===== src/rtl/bpft_pkg.sv =====
// Shared types and constants of the backup path failure tracker.
`timescale 1ns / 1ps

package bpft_pkg;

    localparam int DEF_MAX_LINKS      = 64;
    localparam int DEF_MAX_COMPONENTS = 64;
    localparam int DEF_TIME_BITS      = 32;

    localparam int MASK_W    = 64;
    localparam int AMOUNT_W  = 32;
    localparam int TRAFFIC_W = 40;
    localparam int SUM_W     = 64;
    localparam int COUNT_W   = 7;
    localparam int INDEX_W   = 6;
    localparam int KIND_W    = 3;
    localparam int STATE_W   = 2;
    localparam int CFG_IDX_W = 2;

    localparam logic [KIND_W-1:0] REQ_LOAD_LINK = 3'd0;
    localparam logic [KIND_W-1:0] REQ_LOAD_COMP = 3'd1;
    localparam logic [KIND_W-1:0] REQ_START     = 3'd2;
    localparam logic [KIND_W-1:0] REQ_EVENT     = 3'd3;
    localparam logic [KIND_W-1:0] REQ_READ      = 3'd4;

    localparam logic [CFG_IDX_W-1:0] CFG_SQUARED    = 2'd0;
    localparam logic [CFG_IDX_W-1:0] CFG_LINK_COUNT = 2'd1;
    localparam logic [CFG_IDX_W-1:0] CFG_COMP_COUNT = 2'd2;

    localparam logic [STATE_W-1:0] LS_PRIMARY = 2'd0;
    localparam logic [STATE_W-1:0] LS_BACKUP  = 2'd1;
    localparam logic [STATE_W-1:0] LS_FAILED  = 2'd2;

    typedef enum logic [1:0] {
        ACT_NONE,
        ACT_ADD,
        ACT_SUB
    } act_t;

    typedef enum logic [3:0] {
        ST_IDLE,
        ST_DISPATCH,
        ST_LINK_RD,
        ST_LINK_WAIT,
        ST_CHK_RD,
        ST_CHK_EVAL,
        ST_DECIDE,
        ST_RESV_RD,
        ST_RESV_WR,
        ST_MUL,
        ST_LINK_WR,
        ST_READ_OUT
    } ctrl_state_t;

    typedef struct packed {
        logic cap;
        logic load_link;
        logic load_comp;
        logic start_clr;
        logic link_clr;
        logic link_inc;
        logic link_rd;
        logic link_wr;
        logic comp_clr;
        logic comp_inc;
        logic comp_rd;
        logic chk_clr;
        logic chk_eval;
        logic decide;
        logic resv_wr;
        logic mul;
        logic rd_out;
    } cmd_t;

    typedef struct packed {
        logic [KIND_W-1:0] kind;
        logic              link_done;
        logic              comp_done;
        logic              need_chk;
        logic              act_none;
    } sts_t;

endpackage


===== src/rtl/bpft_ctrl.sv =====
// Sequencer for load, start, event and read items.
`timescale 1ns / 1ps

module bpft_ctrl (
    input  logic          clk,
    input  logic          rst_n,
    input  logic          start,
    output logic          busy,
    output bpft_pkg::cmd_t cmd,
    input  bpft_pkg::sts_t sts
);
    import bpft_pkg::*;

    ctrl_state_t state_reg;
    ctrl_state_t state_next;

    // Hold state
    always_ff @(posedge clk or negedge rst_n)
    begin
        if (!rst_n)
            state_reg <= ST_IDLE;
        else
            state_reg <= state_next;
    end

    // Advance sequence
    always_comb
    begin
        state_next = state_reg;
        unique case (state_reg)
            ST_IDLE:
                if (start)
                    state_next = ST_DISPATCH;
            ST_DISPATCH:
                case (sts.kind)
                    REQ_EVENT: state_next = ST_LINK_RD;
                    REQ_READ:  state_next = ST_READ_OUT;
                    default:   state_next = ST_IDLE;
                endcase
            ST_LINK_RD:
                state_next = sts.link_done ? ST_IDLE : ST_LINK_WAIT;
            ST_LINK_WAIT:
                state_next = sts.need_chk ? ST_CHK_RD : ST_DECIDE;
            ST_CHK_RD:
                state_next = sts.comp_done ? ST_DECIDE : ST_CHK_EVAL;
            ST_CHK_EVAL:
                state_next = ST_CHK_RD;
            ST_DECIDE:
                state_next = ST_RESV_RD;
            ST_RESV_RD:
                state_next = (sts.comp_done || sts.act_none) ? ST_MUL : ST_RESV_WR;
            ST_RESV_WR:
                state_next = ST_RESV_RD;
            ST_MUL:
                state_next = ST_LINK_WR;
            ST_LINK_WR:
                state_next = ST_LINK_RD;
            ST_READ_OUT:
                state_next = ST_IDLE;
            default:
                state_next = ST_IDLE;
        endcase
    end

    // Drive commands
    always_comb
    begin
        cmd  = '0;
        busy = (state_reg != ST_IDLE);
        unique case (state_reg)
            ST_IDLE:
                cmd.cap = start;
            ST_DISPATCH:
            begin
                case (sts.kind)
                    REQ_LOAD_LINK: cmd.load_link = 1'b1;
                    REQ_LOAD_COMP: cmd.load_comp = 1'b1;
                    REQ_START:     cmd.start_clr = 1'b1;
                    REQ_EVENT:     cmd.link_clr  = 1'b1;
                    REQ_READ:      cmd.link_rd   = 1'b1;
                    default:       cmd.cap       = 1'b0;
                endcase
            end
            ST_LINK_RD:
                cmd.link_rd = !sts.link_done;
            ST_LINK_WAIT:
            begin
                cmd.comp_clr = 1'b1;
                cmd.chk_clr  = 1'b1;
            end
            ST_CHK_RD:
                cmd.comp_rd = !sts.comp_done;
            ST_CHK_EVAL:
            begin
                cmd.chk_eval = 1'b1;
                cmd.comp_inc = 1'b1;
            end
            ST_DECIDE:
            begin
                cmd.decide   = 1'b1;
                cmd.comp_clr = 1'b1;
            end
            ST_RESV_RD:
                cmd.comp_rd = !(sts.comp_done || sts.act_none);
            ST_RESV_WR:
            begin
                cmd.resv_wr  = 1'b1;
                cmd.comp_inc = 1'b1;
            end
            ST_MUL:
                cmd.mul = 1'b1;
            ST_LINK_WR:
            begin
                cmd.link_wr  = 1'b1;
                cmd.link_inc = 1'b1;
            end
            ST_READ_OUT:
                cmd.rd_out = 1'b1;
            default:
                cmd = '0;
        endcase
    end

endmodule


===== config.mk =====
export PLATFORM = sky130hd
export DESIGN_NAME = bpft_ctrl
export DESIGN_NICKNAME = d
export VERILOG_FILES = /design/src/rtl/bpft_pkg.sv /design/src/rtl/bpft_ctrl.sv
export SDC_FILE = /design/constraint.sdc
export NUM_CORES = 1
export LEC_CHECK = 0
export BUFFER_PORTS_ARGS = -buffer_cell sky130_fd_sc_hd__clkbuf_2
export CAP_MARGIN = 40
export CORE_AREA = 3 3 40 42
export DETAILED_ROUTE_END_ITERATION = 10
export DIE_AREA = 0 0 43 45
export HOLD_SLACK_MARGIN = 0.06
export PLACE_DENSITY = 0.69
export REMOVE_ABC_BUFFERS = 1
export SYNTH_ARGS = -nofsm -noshare
export SYNTH_HDL_FRONTEND = slang
export SYNTH_SLANG_ARGS = --single-unit

===== constraint.sdc =====
create_clock -name clk -period 1.9 [get_ports clk]
set_clock_uncertainty 0.15 [all_clocks]
set_input_delay 0.095 -clock clk [delete_from_list [all_inputs] [get_ports clk]]
set_output_delay 0.095 -clock clk [all_outputs]
set_load 0.05 [all_outputs]

==> metrics.md <==
| Metric | Value |
|---|---|
| Final GP Congestion | approximately 0.80 |
| CTS H-tree lvls | 1 |
| Buffers plus inverters on the worst setup path | 1 |
| Setup TNS | -16.2 ps |
| Status | finished, violations left |
| Share of the yosys chip area belonging to registers | about a fifth |
| RSZ-0062 raised after global routing | yes |
| Family with the most delay on the worst path | simple AND/OR/NAND/NOR gates |
| Ant diodes | 0 |
| Worst rel slew slack | 78.7% |
| Area leader, netlist | dfrtp_1 |
| R2R depth | 4 |
| Clk sink count | 4 |
| Worst-margin pin slew | roughly 320 ps |
| Failing checks | negative setup slack |
| Via count | 650 |
| Die H | around 45 um |
| Critical path class | register to primary output |
| Largest net degree at the start of global routing | 18 |
| Max reg flops | 4 |
| Worst reg2reg endpoint | state_reg[0] |
| Crit. End Element | primary output |
| Max cap viols | 0 |
| Core area | 1280 um^2 |
| Via count of the first global-routing pass | approximately 600 |
| DRC violations left | 0 |
| Worst VDD drop | between 0.0009 and 0.001 V |
| Share of cells above drive strength 1 | between 40% and 50% |
| Die Wd | between 40 and 50 um |
| Fin crit share | 100% |
| Syn Area/Cell | roughly 6.7 um^2 |
| CP Cell Sequence | or4b_4 > nor4b_4 > clkbuf_8 |
| P per Cell Area | ~1600 nW/um^2 |
| Fin worst setup slack | -8.82 ps |
| Synth top area share | just over 20% |
| Top cells by area, synth | dfrtp_1 (20%), nor2_1 (12%), nand2_1 (5.3%), a21oi_1 (5.0%), and3_1 (3.8%) |
| Die area | just under 2000 um^2 |
| Row count | 13 |
| Area grow syn2layout | 55.4% |
| Worst Setup Start Kind | register |
| Worst-skew pair later-pin latency | roughly 220 ps |
| Fmax | 524 MHz |
| Clock transition at the registers of the reported paths | 30 ps |
| IO Count | 28 |
| First-pass GRT wire length | approximately 2500 um |
| Overall Global Routing Usage | 16.8% |
| CTS tree | yes |
| Synthesized flop and latch total | 4 |
| Hold path depth | 4 |
| Grt total ovfl | 0 |
| Yosys cell types | 31 |
| Filler Cell Count | 125 |
| Pre-CTS setup slack | about 120 ps |
| Reg-to-Reg Start | state_reg[2] |
| Most common cell after layout, fill and taps aside | clkbuf_2 |
| Data arrival time of the worst path | between 1500 and 2000 ps |
| Final Hold Vio Count | 0 |
| Fin. max-slew vios | 0 |
| Routed len/inst | approximately 12 um |
| CP max FO | 5 |
| Tmin final | roughly 1900 ps |
| Hold path start | sts[3] |
| Mapped cell area | 497 um^2 |
| CP max-delay cell | or4b_4 |
| Clk Tree Root Cell | clkbuf_4 |
| Inserted Clock Buffers | 3 |
| R2R Setup Slk | approximately 170 ps |
| Worst Hold Endpoint | state_reg[1] |
| Port Buffer Count | 27 |
| Setup-failing EPs final | 2 |
| Mapped Cells | 74 |
| CP required | around 1700 ps |
| Initial antenna violation count | 0 |
| ANT nets after route | 0 |
| Yosys warnings | 0 |
| HP Class | input port to register |
| NumNets Final | about 120 |
| Final Routed Wirelength | about 1500 um |
| Clk buf depth | 2 |
| Slowest stage delay, CP | approximately 600 ps |
| DRT iter0 DRCs | 10 |
| Commonest non-fill, non-tap cells in the layout | clkbuf_2 (22), nor2_1 (14), nand2_1 (7) |
| First drt pass iteration count | 4 |
| Vias/cell | ~5.4 |
| Starting density of the core | between 30% and 40% |
| Post-DP HPWL | about 1000 um |
| Pleak | about 0.37 nW |
==> how the worst max path moves through the flow <==
stage                 startpoint      end  slack (ps)  depth (start not counted)
global placement    state_reg[1]  cmd[14]         170                          3
floorplan           state_reg[1]  cmd[14]       -1080                          2
global route        state_reg[2]  cmd[14]        -100                          3
CTS                 state_reg[1]  cmd[14]         -10                          3
finish              state_reg[2]  cmd[14]          -9                          3
detailed placement  state_reg[1]  cmd[14]         120                          3
==> metal layers <==
layer | routed length [um] | vias up | GRT usage (%)
li1 | - | 327 | -
met2 | 814 | 18 | 29.6
met5 | 0 | - | 0
met3 | 78 | 0 | 2.39
met4 | 0 | 0 | 5.42
met1 | 596 | 305 | 21.2
==> cell type report <==
| cell class | count | area, um^2 | share of cell area [%] |
|---|---|---|---|
| multi-input combinational | 61 | 385 | 49.9 |
| timing repair buffer | 35 | 234 | 30.3 |
| sequential | 4 | 100 | 13.0 |
| clock buffer | 3 | 22.5 | 2.92 |
| tap | 15 | 18.8 | 2.43 |
| inverter | 3 | 11.3 | 1.46 |
==> report_power, final <==
group | leakage, nW | switching (mW) | internal (mW)
logic | 0.310 | 0.679 | 0.329
clock network | 0.0138 | 0.0278 | 0.0702
registers | 0.0493 | 0.0200 | 0.126
total | 0.373 | 0.726 | 0.525
==> metrics by stage <==
| stage | cell area, um^2 | power [mW] | std cells | util, % | hold WS [ps] |
|---|---|---|---|---|---|
| 2_1_floorplan | 460 | 0.871 | 68 | - | -351 |
| 3_3_place_gp | 644 | 1.11 | 114 | 50.1 | -249 |
| 3_5_place_dp | 644 | 1.11 | 114 | 50.1 | -248 |
| 4_1_cts | 732 | 1.23 | 120 | 57.0 | 214 |
| 5_1_grt | 772 | 1.35 | 121 | 60.1 | 280 |
| 6_report | 772 | 1.25 | 121 | 60.1 | 224 |
==> what timing repair did <==
| action | in CTS | in global routing |
|---|---|---|
| buffers inserted | 0 | 1 |
| pin swaps | 0 | 1 |
| resized for setup | 8 | 10 |
| hold endpoints to repair | 5 | 0 |
| setup endpoints to repair | 4 | 5 |
| hold buffers | 3 | 0 |
| cloned | 0 | 0 |
==> synth_stat cells <==
cell / number
inv_1: 3
a311o_1: 1
or3b_2: 1
and3_1: 3
nand3_1: 1
nand2b_1: 3
buf_6: 1
a31oi_1: 1
clkbuf_1: 2
o221a_2: 1
nor3b_1: 2
nor4_1: 1
xor2_1: 1
o21ai_0: 2
and2_1: 1
nor2b_1: 2
nand2_1: 7
a211oi_1: 1
buf_4: 1
dfrtp_1: 4
a21oi_1: 5
nor4b_1: 1
o2111ai_1: 1
nand3b_1: 1
or4b_4: 1
nor3_1: 3
a211o_1: 1
nor2_1: 16
buf_2: 2
mux2_2: 1
o22ai_1: 3
==> tightest hold or removal path, cell delays in order <==
cell and delay, ps:
clkbuf_2 90, nand2b_1 90, a311o_1 180, a211o_1 110
==> cells by family (layout without fill, tap and decap cells) <==
family | Yosys count | in the layout | share of synthesized area (%)
AO/OA/AOI/OAI | 16 | 16 | 21.4
AND/OR/NAND/NOR | 43 | 43 | 44.8
XOR/XNOR | 1 | 1 | 1.76
multiplexers | 1 | 1 | 2.27
buffers and inverters | 9 | 41 | 9.57
flip-flops | 4 | 4 | 20.2
Note: power is estimated with default switching activity, not from simulation.
